## src/rtl/core/lwcp_pkg.sv

```systemverilog
// Shared types and constants for the least-interference channel picker.
// No dependencies.
package lwcp_pkg;

  localparam int WEIGHT_W  = 12;
  localparam int CHAN_W    = 8;
  localparam int RSSI_W    = 8;
  localparam int OUT_CH_W  = 4;
  localparam int STRENGTH_W = 7;
  localparam int PROD_W    = STRENGTH_W + WEIGHT_W;
  localparam int FRAC_W    = 8;
  localparam int CONTRIB_W = PROD_W - FRAC_W;
  localparam int TOTAL_W   = 32;
  localparam int CFG_IDX_W = 3;
  localparam int CFG_DATA_W = 12;
  localparam int DIST_W    = 4;

  localparam logic [STRENGTH_W-1:0] STRENGTH_MAX = 7'd120;
  localparam logic [OUT_CH_W-1:0] SCORED_A  = 4'd1;
  localparam logic [OUT_CH_W-1:0] SCORED_B  = 4'd6;
  localparam logic [OUT_CH_W-1:0] SCORED_C  = 4'd11;
  localparam logic [CHAN_W-1:0]   CHAN_LOW  = 8'd1;
  localparam logic [CHAN_W-1:0]   CHAN_HIGH = 8'd11;
  localparam logic [DIST_W-1:0]   DIST_MAX  = 4'd4;

  localparam logic [WEIGHT_W-1:0] WEIGHT_SAME_RST  = 12'd256;
  localparam logic [WEIGHT_W-1:0] WEIGHT_ONE_RST   = 12'd192;
  localparam logic [WEIGHT_W-1:0] WEIGHT_TWO_RST   = 12'd128;
  localparam logic [WEIGHT_W-1:0] WEIGHT_THREE_RST = 12'd64;
  localparam logic [WEIGHT_W-1:0] WEIGHT_FOUR_RST  = 12'd32;
  localparam logic [OUT_CH_W-1:0] FALLBACK_RST     = 4'd6;

  localparam logic [CFG_IDX_W-1:0] CFG_WEIGHT_SAME     = 3'd0;
  localparam logic [CFG_IDX_W-1:0] CFG_WEIGHT_OFF_ONE  = 3'd1;
  localparam logic [CFG_IDX_W-1:0] CFG_WEIGHT_OFF_TWO  = 3'd2;
  localparam logic [CFG_IDX_W-1:0] CFG_WEIGHT_OFF_THREE = 3'd3;
  localparam logic [CFG_IDX_W-1:0] CFG_WEIGHT_OFF_FOUR = 3'd4;
  localparam logic [CFG_IDX_W-1:0] CFG_FALLBACK        = 3'd5;

  localparam logic [DIST_W-1:0] DIST_SAME  = 4'd0;
  localparam logic [DIST_W-1:0] DIST_ONE   = 4'd1;
  localparam logic [DIST_W-1:0] DIST_TWO   = 4'd2;
  localparam logic [DIST_W-1:0] DIST_THREE = 4'd3;
  localparam logic [DIST_W-1:0] DIST_FOUR  = 4'd4;

  typedef struct packed {
    logic [WEIGHT_W-1:0] same;
    logic [WEIGHT_W-1:0] off_one;
    logic [WEIGHT_W-1:0] off_two;
    logic [WEIGHT_W-1:0] off_three;
    logic [WEIGHT_W-1:0] off_four;
    logic [OUT_CH_W-1:0] fallback;
  } weights_t;

  typedef struct packed {
    logic                 valid;
    logic                 last;
    logic [CONTRIB_W-1:0] c_a;
    logic [CONTRIB_W-1:0] c_b;
    logic [CONTRIB_W-1:0] c_c;
  } contrib_t;

  typedef struct packed {
    logic               valid;
    logic [TOTAL_W-1:0] t_a;
    logic [TOTAL_W-1:0] t_b;
    logic [TOTAL_W-1:0] t_c;
  } snap_t;

endpackage

```

## src/rtl/core/lwcp_if.sv

```systemverilog
// Handshake channel interfaces: scan items, results, configuration writes.
// Depends on lwcp_pkg.
interface lwcp_item_if;
  logic                        valid;
  logic                        ready;
  logic                        has_network;
  logic [lwcp_pkg::CHAN_W-1:0] chan_number;
  logic signed [lwcp_pkg::RSSI_W-1:0] rssi_dbm;
  logic                        last_report;

  modport source (output valid, has_network, chan_number, rssi_dbm, last_report,
                  input ready);
  modport sink (input valid, has_network, chan_number, rssi_dbm, last_report,
                output ready);
endinterface

interface lwcp_result_if;
  logic                          valid;
  logic                          ready;
  logic [lwcp_pkg::OUT_CH_W-1:0] best_channel;
  logic                          used_fallback;

  modport source (output valid, best_channel, used_fallback, input ready);
  modport sink (input valid, best_channel, used_fallback, output ready);
endinterface

interface lwcp_cfg_if;
  logic                            valid;
  logic                            ready;
  logic [lwcp_pkg::CFG_IDX_W-1:0]  index;
  logic [lwcp_pkg::CFG_DATA_W-1:0] data;

  modport source (output valid, index, data, input ready);
  modport sink (input valid, index, data, output ready);
endinterface

```

## src/rtl/core/lwcp_cfg.sv

```systemverilog
// Configuration register file: five distance weights and the fallback channel.
// Depends on lwcp_pkg, lwcp_cfg_if.
module lwcp_cfg (
  input  logic              clk,
  input  logic              rst,
  lwcp_cfg_if.sink          cfg,
  output lwcp_pkg::weights_t weights
);
  import lwcp_pkg::*;

  weights_t regs;

  assign cfg.ready = 1'b1;
  assign weights   = regs;

  always_ff @(posedge clk) begin
    if (rst) begin
      regs.same      <= WEIGHT_SAME_RST;
      regs.off_one   <= WEIGHT_ONE_RST;
      regs.off_two   <= WEIGHT_TWO_RST;
      regs.off_three <= WEIGHT_THREE_RST;
      regs.off_four  <= WEIGHT_FOUR_RST;
      regs.fallback  <= FALLBACK_RST;
    end else if (cfg.valid) begin
      unique case (cfg.index)
        CFG_WEIGHT_SAME:      regs.same      <= cfg.data;
        CFG_WEIGHT_OFF_ONE:   regs.off_one   <= cfg.data;
        CFG_WEIGHT_OFF_TWO:   regs.off_two   <= cfg.data;
        CFG_WEIGHT_OFF_THREE: regs.off_three <= cfg.data;
        CFG_WEIGHT_OFF_FOUR:  regs.off_four  <= cfg.data;
        CFG_FALLBACK:         regs.fallback  <= cfg.data[OUT_CH_W-1:0];
        default: ;
      endcase
    end
  end

endmodule

```

## src/rtl/core/lwcp_contrib.sv

```systemverilog
// Input register and weighted-strength stage: three contributions per item.
// Depends on lwcp_pkg, lwcp_item_if.
module lwcp_contrib (
  input  logic               clk,
  input  logic               rst,
  input  logic               adv,
  lwcp_item_if.sink          items,
  input  lwcp_pkg::weights_t weights,
  output lwcp_pkg::contrib_t contrib
);
  import lwcp_pkg::*;

  logic                     in_valid;
  logic                     in_has;
  logic [CHAN_W-1:0]        in_chan;
  logic signed [RSSI_W-1:0] in_rssi;
  logic                     in_last;

  logic                     in_scored;
  logic signed [RSSI_W:0]   sum;
  logic [STRENGTH_W-1:0]    strength;
  logic [OUT_CH_W-1:0]      chan4;
  logic [CONTRIB_W-1:0]     c_a_next;
  logic [CONTRIB_W-1:0]     c_b_next;
  logic [CONTRIB_W-1:0]     c_c_next;
  contrib_t                 stage;

  function automatic logic [CONTRIB_W-1:0] weigh(
    input logic [OUT_CH_W-1:0]   ch,
    input logic [OUT_CH_W-1:0]   scored,
    input logic [STRENGTH_W-1:0] s,
    input weights_t              w
  );
    logic [DIST_W-1:0]   d;
    logic [WEIGHT_W-1:0] wt;
    logic [PROD_W-1:0]   p;
    d = (ch > scored) ? (ch - scored) : (scored - ch);
    unique case (d)
      DIST_SAME:  wt = w.same;
      DIST_ONE:   wt = w.off_one;
      DIST_TWO:   wt = w.off_two;
      DIST_THREE: wt = w.off_three;
      DIST_FOUR:  wt = w.off_four;
      default:    wt = '0;
    endcase
    p = PROD_W'(s) * PROD_W'(wt);
    return p[PROD_W-1:FRAC_W];
  endfunction

  assign items.ready = adv;
  assign contrib     = stage;

  always_ff @(posedge clk) begin
    if (rst) begin
      in_valid <= 1'b0;
    end else if (adv) begin
      in_valid <= items.valid;
    end
  end

  always_ff @(posedge clk) begin
    if (adv) begin
      in_has  <= items.has_network;
      in_chan <= items.chan_number;
      in_rssi <= items.rssi_dbm;
      in_last <= items.last_report;
    end
  end

  always_comb begin
    in_scored = in_has && (in_chan >= CHAN_LOW) && (in_chan <= CHAN_HIGH);
    sum = {in_rssi[RSSI_W-1], in_rssi} + (RSSI_W+1)'(signed'({2'b00, STRENGTH_MAX}));
    if (sum < 0) begin
      strength = '0;
    end else if (sum > (RSSI_W+1)'(signed'({2'b00, STRENGTH_MAX}))) begin
      strength = STRENGTH_MAX;
    end else begin
      strength = sum[STRENGTH_W-1:0];
    end
    chan4 = in_chan[OUT_CH_W-1:0];
    if (in_scored) begin
      c_a_next = weigh(chan4, SCORED_A, strength, weights);
      c_b_next = weigh(chan4, SCORED_B, strength, weights);
      c_c_next = weigh(chan4, SCORED_C, strength, weights);
    end else begin
      c_a_next = '0;
      c_b_next = '0;
      c_c_next = '0;
    end
  end

  always_ff @(posedge clk) begin
    if (rst) begin
      stage.valid <= 1'b0;
    end else if (adv) begin
      stage.valid <= in_valid;
    end
  end

  always_ff @(posedge clk) begin
    if (adv) begin
      stage.last <= in_last;
      stage.c_a  <= c_a_next;
      stage.c_b  <= c_b_next;
      stage.c_c  <= c_c_next;
    end
  end

endmodule

```

## src/rtl/core/lwcp_accum.sv

```systemverilog
// Saturating interference totals; snapshot and clear on the last report.
// Depends on lwcp_pkg.
module lwcp_accum (
  input  logic               clk,
  input  logic               rst,
  input  logic               adv,
  input  lwcp_pkg::contrib_t contrib,
  output lwcp_pkg::snap_t    snap
);
  import lwcp_pkg::*;

  logic [TOTAL_W-1:0] total_a;
  logic [TOTAL_W-1:0] total_b;
  logic [TOTAL_W-1:0] total_c;
  logic [TOTAL_W-1:0] total_a_next;
  logic [TOTAL_W-1:0] total_b_next;
  logic [TOTAL_W-1:0] total_c_next;
  snap_t              hold;

  function automatic logic [TOTAL_W-1:0] sat_add(
    input logic [TOTAL_W-1:0]   t,
    input logic [CONTRIB_W-1:0] c
  );
    logic [TOTAL_W:0] s;
    s = {1'b0, t} + (TOTAL_W+1)'(c);
    return s[TOTAL_W] ? '1 : s[TOTAL_W-1:0];
  endfunction

  assign snap = hold;

  always_comb begin
    total_a_next = sat_add(total_a, contrib.c_a);
    total_b_next = sat_add(total_b, contrib.c_b);
    total_c_next = sat_add(total_c, contrib.c_c);
  end

  always_ff @(posedge clk) begin
    if (rst) begin
      total_a    <= '0;
      total_b    <= '0;
      total_c    <= '0;
      hold.valid <= 1'b0;
    end else if (adv) begin
      hold.valid <= contrib.valid && contrib.last;
      if (contrib.valid && contrib.last) begin
        total_a <= '0;
        total_b <= '0;
        total_c <= '0;
      end else if (contrib.valid) begin
        total_a <= total_a_next;
        total_b <= total_b_next;
        total_c <= total_c_next;
      end
    end
  end

  always_ff @(posedge clk) begin
    if (adv) begin
      hold.t_a <= total_a_next;
      hold.t_b <= total_b_next;
      hold.t_c <= total_c_next;
    end
  end

endmodule

```

## src/rtl/core/lwcp_decide.sv

```systemverilog
// Strict-minimum channel decision and the result output register.
// Depends on lwcp_pkg, lwcp_result_if.
module lwcp_decide (
  input  logic               clk,
  input  logic               rst,
  input  logic               adv,
  input  lwcp_pkg::snap_t    snap,
  input  lwcp_pkg::weights_t weights,
  lwcp_result_if.source      results
);
  import lwcp_pkg::*;

  logic                valid;
  logic [OUT_CH_W-1:0] best;
  logic                fb;
  logic [OUT_CH_W-1:0] best_next;
  logic                fb_next;

  assign results.valid         = valid;
  assign results.best_channel  = best;
  assign results.used_fallback = fb;

  always_comb begin
    fb_next = 1'b0;
    priority if (snap.t_a < snap.t_b && snap.t_a < snap.t_c) begin
      best_next = SCORED_A;
    end else if (snap.t_b < snap.t_a && snap.t_b < snap.t_c) begin
      best_next = SCORED_B;
    end else if (snap.t_c < snap.t_a && snap.t_c < snap.t_b) begin
      best_next = SCORED_C;
    end else begin
      best_next = weights.fallback;
      fb_next   = 1'b1;
    end
  end

  always_ff @(posedge clk) begin
    if (rst) begin
      valid <= 1'b0;
    end else if (adv) begin
      valid <= snap.valid;
    end
  end

  always_ff @(posedge clk) begin
    if (adv) begin
      best <= best_next;
      fb   <= fb_next;
    end
  end

endmodule

```

## src/rtl/core/wlan_least_interference_channel_pick.sv

```systemverilog
// Least-interference channel picker for 2.4 GHz scans, top level.
// Uses lwcp_pkg, lwcp_if, lwcp_cfg, lwcp_contrib, lwcp_accum, lwcp_decide.
//
// items:   one scan report per item (has_network, chan_number, rssi_dbm,
//          last_report). One item is taken every cycle while the path moves.
// results: one item per scan, sent for the report with last_report set:
//          best_channel (1, 6, 11 or fallback) and used_fallback.
// cfg:     register writes (index 0..5), always ready; the user must write
//          them only while idle, which the block itself does not enforce.
// Pipeline: input register, weight/multiply register, totals with snapshot,
// result register, which a report passes in order. Throughput is one item
// per cycle while results is not stalled; the three totals update once per
// item and are cleared as the last report of a scan is folded in.
// When results is stalled the whole pipeline holds and items.ready drops;
// while a result waits, items.ready follows results.ready.
// Reset (rst, synchronous) empties the pipeline, clears the totals and loads
// the default weights and fallback channel.
module wlan_least_interference_channel_pick (
  input  logic           clk,
  input  logic           rst,
  lwcp_item_if.sink      items,
  lwcp_result_if.source  results,
  lwcp_cfg_if.sink       cfg
);
  import lwcp_pkg::*;

  logic     adv;
  weights_t weights;
  contrib_t contrib;
  snap_t    snap;

  assign adv = !results.valid || results.ready;

  lwcp_cfg u_cfg (
    .clk     (clk),
    .rst     (rst),
    .cfg     (cfg),
    .weights (weights)
  );

  lwcp_contrib u_contrib (
    .clk     (clk),
    .rst     (rst),
    .adv     (adv),
    .items   (items),
    .weights (weights),
    .contrib (contrib)
  );

  lwcp_accum u_accum (
    .clk     (clk),
    .rst     (rst),
    .adv     (adv),
    .contrib (contrib),
    .snap    (snap)
  );

  lwcp_decide u_decide (
    .clk     (clk),
    .rst     (rst),
    .adv     (adv),
    .snap    (snap),
    .weights (weights),
    .results (results)
  );

endmodule
```

## src/flat_wrapper.sv

```systemverilog
// flat-port wrapper written by rule: the top's interface ports become plain ports
module wlan_least_interference_channel_pick_flat import lwcp_pkg::*;
  (clk, rst, items_valid, items_has_network, items_chan_number, items_rssi_dbm, items_last_report, items_ready, results_valid, results_best_channel, results_used_fallback, results_ready, cfg_valid, cfg_index, cfg_data, cfg_ready);
  lwcp_item_if items_i ();
  lwcp_result_if results_i ();
  lwcp_cfg_if cfg_i ();
  input  logic clk;
  input  logic rst;
  input wire logic [$bits(items_i.valid)-1:0] items_valid;
  input wire logic [$bits(items_i.has_network)-1:0] items_has_network;
  input wire logic [$bits(items_i.chan_number)-1:0] items_chan_number;
  input wire logic [$bits(items_i.rssi_dbm)-1:0] items_rssi_dbm;
  input wire logic [$bits(items_i.last_report)-1:0] items_last_report;
  output wire logic [$bits(items_i.ready)-1:0] items_ready;
  output wire logic [$bits(results_i.valid)-1:0] results_valid;
  output wire logic [$bits(results_i.best_channel)-1:0] results_best_channel;
  output wire logic [$bits(results_i.used_fallback)-1:0] results_used_fallback;
  input wire logic [$bits(results_i.ready)-1:0] results_ready;
  input wire logic [$bits(cfg_i.valid)-1:0] cfg_valid;
  input wire logic [$bits(cfg_i.index)-1:0] cfg_index;
  input wire logic [$bits(cfg_i.data)-1:0] cfg_data;
  output wire logic [$bits(cfg_i.ready)-1:0] cfg_ready;
  assign items_i.valid = items_valid;
  assign items_i.has_network = items_has_network;
  assign items_i.chan_number = items_chan_number;
  assign items_i.rssi_dbm = items_rssi_dbm;
  assign items_i.last_report = items_last_report;
  assign items_ready = items_i.ready;
  assign results_valid = results_i.valid;
  assign results_best_channel = results_i.best_channel;
  assign results_used_fallback = results_i.used_fallback;
  assign results_i.ready = results_ready;
  assign cfg_i.valid = cfg_valid;
  assign cfg_i.index = cfg_index;
  assign cfg_i.data = cfg_data;
  assign cfg_ready = cfg_i.ready;
  wlan_least_interference_channel_pick u_core (.clk(clk), .rst(rst), .items(items_i), .results(results_i), .cfg(cfg_i));
endmodule
```

## config.mk

```make
export PLATFORM = sky130hd
export DESIGN_NAME = wlan_least_interference_channel_pick_flat
export DESIGN_NICKNAME = d
export VERILOG_FILES = /design/src/rtl/core/lwcp_pkg.sv /design/src/rtl/core/lwcp_if.sv /design/src/rtl/core/lwcp_cfg.sv /design/src/rtl/core/lwcp_contrib.sv /design/src/rtl/core/lwcp_accum.sv /design/src/rtl/core/lwcp_decide.sv /design/src/rtl/core/wlan_least_interference_channel_pick.sv /design/src/flat_wrapper.sv
export SDC_FILE = /design/constraint.sdc
export NUM_CORES = 1
export LEC_CHECK = 0
export BUFFER_PORTS_ARGS = -buffer_cell sky130_fd_sc_hd__buf_2
export CORE_ASPECT_RATIO = 1.4
export CORE_MARGIN = 4
export CORE_UTILIZATION = 45
export DETAILED_ROUTE_END_ITERATION = 12
export PLACE_DENSITY = 0.64
export SLEW_MARGIN = 5
export SYNTH_ARGS = -nofsm -noshare
export SYNTH_HDL_FRONTEND = slang
export SYNTH_SLANG_ARGS = --single-unit
```

## constraint.sdc

```tcl
create_clock -name clk -period 7.9 [get_ports clk]
set_clock_uncertainty 0.1 [all_clocks]
set_input_delay 1.185 -clock clk [delete_from_list [all_inputs] [get_ports clk]]
set_output_delay 1.185 -clock clk [all_outputs]
set_load 0.005 [all_outputs]
```

==> results by group, run 1 <==
Yosys
  – Synth cell types: 78
  – Ys Warns: 0
  – Syn Inst Count: 2878
  – Post-synthesis sequential area ratio: 31.0%
  – Post-synth EDFFs: 153
  – Most common flop cell mapped by yosys: dfxtp_1
  – Post-synth top area cell: edfxtp_1
  – Yosys top cell area share: 18.1%
  – Syn nets: 3310
  – Mean post-synth cell area: 8.83 µm²
  – Largest cells by area after synthesis: edfxtp_1 18%, dfxtp_1 13%, ha_1 12%
  – Synthesized area: 25400 µm²
  – Register bit total from synthesis: 317
  – Post-synthesis async set-or-reset flop share: 0%

Route
  – Final ANT Viol Nets: 0
  – Post-DR wirelength/cell: 20.0 µm
  – Drt total wl: 73.7 mm
  – Detailed-route DRC error count: 0
  – Number of vias per cell: 5.73
  – Via count: 21095
  – Starting DRT DRC Count: 1098
  – Router iterations before antenna repair: 7

Global routing
  – Gr usage total: 24.1%
  – Vias in the first global route: 21642
  – Largest net degree at the start of global routing: 154
  – Initial antenna violation count: 0
  – Grt total ovfl: 0
  – First-pass GRT wire length: 117 mm

Min path
  – Hold depth: 0
  – Hold Path Class: reg2reg

Critical path
  – Crit path arrival time: 7.68 ns
  – Setup crit end: u_core.u_contrib.contrib[10]$_SDFFCE_PN0P_
  – Crit path capture type: flip-flop
  – FF-to-FF End: u_core.u_contrib.contrib[10]$_SDFFCE_PN0P_
  – Worst Setup SP: u_core.u_contrib.in_chan[3]$_DFFE_PP_
  – CP required: 8.10 ns
  – Critical path startpoint category: flip-flop
  – R2R Setup Slk: 0.42 ns
  – CP Class: reg2reg
  – Reg2Reg Depth: 22
  – Worst Path Max Fanout: 13
  – R2R Path Start: u_core.u_contrib.in_chan[3]$_DFFE_PP_

CTS
  – Hold_buf cts: 0
  – Clk slew on worst S/H paths: 0.06 ns
  – Longest Clk Path Bufs: 3
  – Worst-skew pair later-pin latency: 0.56 ns
  – Clock tree sinks: 317
  – H-tree depth: 2
  – CTS tree: done
  – CTS Root Buffer Type: clkbuf_16
  – TritonCTS buffer count: 36

Cells and area
  – Ant diodes: 0
  – Most common cell after layout, fill and taps aside: nand2_1
  – Area Growth Syn to Fin: 9.80%
  – Final Instance Area: 27900 µm²
  – Share of layout cells above drive strength 1: 7.55%
  – Most frequent cells in the layout: 328 x nand2_1, 327 x inv_1, 253 x nor2_1, 246 x ha_1, 187 x a21oi_1
  – Final nets: 3358

Floorplan
  – Row count: 102
  – Initial Util: 45.7%
  – Core Footprint: 55600 µm²
  – Die width: 209 µm
  – Die Ht: 289 µm
  – IO Pins: 46
  – Die area: 60400 µm²

STA
  – Final Cycle Share: 94.7%
  – Worst relative slew slack: 16.5%
  – Final setup vio count: 0
  – Fmax: 0.134 GHz
  – Slew Viols, Final: 0
  – Final hold vios: 0
  – Tmin final: 7.48 ns
  – Slew @ Worst Pin: 1.25 ns

Pwr
  – P per Cell Area: 148 nW/µm²
  – Design Power: 4120 µW
  – Worst VDD drop: 166 µV
  – Leak: 0.0129 µW

Placed design
  – Port Buffers: 44
  – Final GP Congestion: 0.933
  – DP HPWL: 57.8 mm
  – Cell Area, Placed: 26700 µm²

Flow run
  – Max_cap viols: 0

Run status
  – Status: complete, no violations
-- worst min path at each step --
stage | startpoint | endpoint | slack [ns]
CTS | u_core.u_contrib.in_last$_DFFE_PP_ | u_core.u_contrib.contrib[33]$_DFFE_PP_ | 0.33
finish | u_core.u_contrib.in_last$_DFFE_PP_ | u_core.u_contrib.contrib[33]$_DFFE_PP_ | 0.33
detailed placement | u_core.u_contrib.in_last$_DFFE_PP_ | u_core.u_contrib.contrib[33]$_DFFE_PP_ | 0.32
global route | u_core.u_contrib.in_last$_DFFE_PP_ | u_core.u_contrib.contrib[33]$_DFFE_PP_ | 0.34
floorplan | u_core.u_contrib.in_last$_DFFE_PP_ | u_core.u_contrib.contrib[33]$_DFFE_PP_ | 0.30
global placement | u_core.u_contrib.in_last$_DFFE_PP_ | u_core.u_contrib.contrib[33]$_DFFE_PP_ | 0.31
-- state kept, by name (all words and copies together) (netlist names), 4 cells and up --
name	count
u_core.u_accum.snap	97
u_core.u_accum.total_a	32
u_core.u_accum.total_b	32
u_core.u_accum.total_c	32
u_core.u_cfg.weights	64
u_core.u_contrib.contrib	35
u_core.u_contrib.in_chan	8
u_core.u_contrib.in_rssi	8
u_core.u_decide.results.best_channel	4
-- routing by layer --
layer,track usage (%),up-vias,routed length [µm]
li1,-,10036,-
met1,24.9,10204,26400
met2,46.1,592,38800
met3,3.08,263,2930
met4,14.9,0,5550
met5,0,-,0
-- metrics by stage --
stage	setup WS [ns]	cells	util (%)	hold slack [ns]	setup TNS [ns]
after floorplan	0.458	2878	-	0.300	0
after global placement	0.493	3606	47.9	0.312	0
after detailed placement	0.268	3606	47.9	0.318	0
after CTS	0.257	3671	50.0	0.332	0
after global routing	-0.00766	3681	50.2	0.340	-0.00837
final	0.419	3681	50.2	0.329	0
-- synth_stat cells, types with 9 or more instances --
| cell | instances |
|---|---|
| nand2b_1 | 98 |
| nor2b_1 | 30 |
| nand4_1 | 41 |
| o21a_1 | 17 |
| nand3_1 | 61 |
| clkbuf_1 | 99 |
| a21oi_1 | 187 |
| and3_1 | 42 |
| mux2i_1 | 21 |
| o21ai_0 | 110 |
| a22oi_1 | 22 |
| nand3b_1 | 13 |
| nor2_1 | 254 |
| fa_1 | 147 |
| and2_1 | 26 |
| or2_2 | 23 |
| a211oi_1 | 13 |
| a21o_1 | 62 |
| a221oi_1 | 29 |
| o2bb2ai_1 | 9 |
| inv_1 | 327 |
| a31oi_1 | 19 |
| nand2_1 | 329 |
| nor3b_1 | 10 |
| a22o_1 | 34 |
| edfxtp_1 | 153 |
| or3_1 | 12 |
| dfxtp_1 | 164 |
| xnor2_1 | 46 |
| a311oi_1 | 9 |
| nor3_1 | 44 |
| ha_1 | 247 |
| xor2_1 | 39 |
| o211ai_1 | 9 |
| a222oi_1 | 11 |
-- worst max-delay path, stage by stage, from the launching register on --
cell,delay [ns]
edfxtp_1,0.68
inv_2,0.18
o211a_1,0.31
a222oi_1,0.37
inv_1,0.08
a221oi_1,0.97
nand2b_1,0.24
fa_1,0.45
fa_1,0.49
inv_1,0.05
fa_1,0.50
fa_1,0.49
ha_1,0.34
a21o_1,0.16
a21o_1,0.17
a21o_1,0.17
a211oi_1,0.31
o31ai_2,0.19
o211ai_1,0.28
nand2_1,0.14
a221oi_1,0.33
xnor2_1,0.16
nor2_1,0.05
-- what timing repair did --
| item | 4_1_cts | 5_1_grt |
|---|---|---|
| buffers inserted | 0 | 10 |
| endpoints found under the hold margin | 0 | 0 |
| gates resized for setup | 0 | 6 |
| endpoints found under the setup margin | 0 | 10 |
-- where the power goes --
group	internal, µW	switching, µW
Combinational	243	430
Clock	971	695
Sequential	1750	29.6
Total	2970	1150
-- logic make-up after synthesis --
group / count (synthesis) / share of synthesized area (%)
AND/OR/NAND/NOR: 1007 / 18.8
AO/OA/AOI/OAI: 612 / 16.0
buffers and inverters: 437 / 6.49
other: 1 / 0.0147
flip-flops: 317 / 31.0
multiplexers: 25 / 1.00
adder cells (fa/ha/maj): 394 / 23.7
XOR/XNOR: 85 / 2.93
-- final cells by class --
cell class                      instances  area, µm²
Clock inverter                         13        140
Tap cell                              728        911
Inverter                              328       1230
Timing Repair Buffer                  119        796
Sequential cell                       317       7880
Multi-Input combinational cell       2124      15900
Fill cell                            5244      27700
Clock buffer                           52       1020
Power figures use the tool's default switching activity.
==> run 2, diff against run 1 <==
--- a/config.mk
+++ b/config.mk
@@ -6,11 +6,13 @@
 export NUM_CORES = 1
 export LEC_CHECK = 0
 export BUFFER_PORTS_ARGS = -buffer_cell sky130_fd_sc_hd__buf_2
+export CELL_PAD_IN_SITES_DETAIL_PLACEMENT = 1
+export CELL_PAD_IN_SITES_GLOBAL_PLACEMENT = 2
 export CORE_ASPECT_RATIO = 1.4
 export CORE_MARGIN = 4
-export CORE_UTILIZATION = 45
+export CORE_UTILIZATION = 37
 export DETAILED_ROUTE_END_ITERATION = 12
-export PLACE_DENSITY = 0.64
+export PLACE_DENSITY = 0.83
 export SLEW_MARGIN = 5
 export SYNTH_ARGS = -nofsm -noshare
 export SYNTH_HDL_FRONTEND = slang
==> run 2 against run 1 <==
Effect of this change:
- routed wire length rose by 14%
- power is 3.7% higher
- design area is 1.4% higher
- count of clock-buffer cells in the layout decreased by 3
- first-iteration DRC count up 1.5%
- worst setup slack got worse by 0.093 ns
- fmax down 1.2%
- sequential power about the same
- die area increased by 21%
- sequential cell count did not move
- global-route usage decreased by 1.4 points
- sequential share of layout area down 0.38 points
- largest power group is now the clock network
==> results by group, run 2 (synthesized netlist as in run 1, its figures left out) <==
CTS
  – Clk slew on worst S/H paths: 0.07 ns
  – TritonCTS buffer count: 37
  – Clock tree sinks: 317
  – Hold_buf cts: 0
  – H-tree depth: 2
  – Worst-skew pair later-pin latency: 0.57 ns
  – CTS tree: done
  – Longest Clk Path Bufs: 3
  – CTS Root Buffer Type: clkbuf_16

Critical path
  – CP Class: reg2reg
  – CP required: 8.09 ns
  – FF-to-FF End: u_core.u_contrib.contrib[27]$_SDFFCE_PN0P_
  – R2R Path Start: u_core.u_contrib.in_chan[0]$_DFFE_PP_
  – R2R Setup Slk: 0.33 ns
  – Crit path arrival time: 7.77 ns
  – Worst Setup SP: u_core.u_contrib.in_chan[0]$_DFFE_PP_
  – Setup crit end: u_core.u_contrib.contrib[27]$_SDFFCE_PN0P_
  – Worst Path Max Fanout: 10
  – CP most frequent cell: fa_1
  – Slowest cell delay on critical path: 0.55 ns
  – CP max stage cell: edfxtp_1
  – Reg2Reg Depth: 26
  – Crit path capture type: flip-flop
  – Critical path startpoint category: flip-flop

STA
  – Setup_tns: 0 ns
  – Slew Viols, Final: 0
  – Setup ws final: 0.326 ns
  – Final setup vio count: 0
  – Final hold vios: 0
  – WHS: 0.333 ns
  – Final Cycle Share: 95.9%
  – Slew @ Worst Pin: 1.22 ns
  – Fmax: 0.132 GHz
  – Worst relative slew slack: 18.7%
  – Tmin final: 7.57 ns

Route
  – Router iterations before antenna repair: 5
  – Drt total wl: 83.9 mm
  – Starting DRT DRC Count: 1115
  – Final ANT Viol Nets: 0
  – Via count: 21332
  – Post-DR wirelength/cell: 21.6 µm
  – Detailed-route DRC error count: 0
  – Number of vias per cell: 5.50

Pwr
  – Comb pwr share: 16.1%
  – Switching Share: 28.3%
  – Leak: 0.0130 µW
  – P per Cell Area: 151 nW/µm²
  – Design Power: 4270 µW
  – Clock share of power: 42.1%
  – Power share of the sequential group: 41.8%
  – Worst VDD drop: 145 µV
  – Sw power: 1210 µW
  – Power Internal: 3070 µW

Global routing
  – Global route hottest layer: met2
  – Met1 Resource Use GR: 23.6%
  – First-pass GRT wire length: 132 mm
  – Largest net degree at the start of global routing: 79
  – Met2 usage: 44.0%
  – Gr usage total: 22.7%
  – GR Util met3: 2.46%
  – Initial antenna violation count: 1
  – Vias in the first global route: 23313
  – Grt total ovfl: 0

Cells and area
  – Most common cell after layout, fill and taps aside: nand2_1
  – Share of layout cells above drive strength 1: 8.04%
  – Ant diodes: 0
  – Most frequent cells in the layout: 329 x nand2_1, 326 x inv_1, 253 x nor2_1, 247 x ha_1, 186 x a21oi_1
  – Area Growth Syn to Fin: 11.3%
  – Final nets: 3364
  – Largest register FFs: 97

Placed design
  – Port Buffers: 44
  – Setup Slack @ Placement: 0.134 ns
  – Final GP Congestion: 0.954
  – DP HPWL: 66.6 mm

Floorplan
  – Initial Util: 37.4%
  – Row count: 113
  – Core Footprint: 68000 µm²
  – Die Ht: 318 µm
  – Die width: 230 µm
  – IO Pins: 46
  – Die area: 73000 µm²

Min path
  – Hold Path Class: reg2reg

Flow run
  – Max_cap viols: 0

Run status
  – Status: complete, no violations
run 2: how the worst min path moves through the flow:
stage                                        from                                      to  slack [ns]  cells past startpoint
2_1_floorplan  u_core.u_contrib.in_last$_DFFE_PP_  u_core.u_contrib.contrib[33]$_DFFE_PP_        0.30                      0
3_3_place_gp   u_core.u_contrib.in_last$_DFFE_PP_  u_core.u_contrib.contrib[33]$_DFFE_PP_        0.31                      0
3_5_place_dp   u_core.u_contrib.in_last$_DFFE_PP_  u_core.u_contrib.contrib[33]$_DFFE_PP_        0.33                      0
4_1_cts        u_core.u_contrib.in_last$_DFFE_PP_  u_core.u_contrib.contrib[33]$_DFFE_PP_        0.34                      0
5_1_grt        u_core.u_contrib.in_last$_DFFE_PP_  u_core.u_contrib.contrib[33]$_DFFE_PP_        0.34                      0
6_report       u_core.u_contrib.in_last$_DFFE_PP_  u_core.u_contrib.contrib[33]$_DFFE_PP_        0.33                      0
run 2: final cells by class:
type	count	area, µm²
fill	7946	39700
multi-input combinational	2124	16000
sequential	317	7880
inverter	328	1230
tap	920	1150
clock buffer	49	1040
timing repair buffer	124	821
clock inverter	17	215
run 2: timing repair:
item | in CTS | in global routing
setup buffers | 0 | 6
resized for setup | 0 | 11
setup endpoints to repair | 0 | 17
hold endpoints to repair | 0 | 0
run 2: power groups by stage:
stage          Sequential (µW)  Clock, µW  Combinational [µW]
3_5_place_dp              1820          0                 685
5_1_grt                   1790       1910                 771
6_report                  1790       1800                 689
4_1_cts                   1790       1850                 690
2_1_floorplan             1800          0                 440
3_3_place_gp              1820          0                 657
run 2: per-stage QoR:
step / instance area (µm²) / std cells / util (%)
2_1_floorplan: 25400 / 2878 / -
3_3_place_gp: 27000 / 3807 / 39.6
3_5_place_dp: 27000 / 3807 / 39.6
4_1_cts: 28200 / 3873 / 41.5
5_1_grt: 28300 / 3879 / 41.6
6_report: 28300 / 3879 / 41.6
run 2: metal layers:
metal / vias to the layer above / share of wire (%)
met4: 2 / 6.7
met1: 10653 / 37
met5: - / 0.015
li1: 10064 / -
met3: 223 / 2.8
met2: 390 / 54
run 2: worst max-delay path: cells and delay by family, from the launching register on:
family	cells	cell delay [ns]
AND/OR/NAND/NOR	9	1.44
flip-flops	1	0.55
adder cells (fa/ha/maj)	6	2.66
AO/OA/AOI/OAI	7	1.74
multiplexers	1	0.32
buffers and inverters	3	0.48
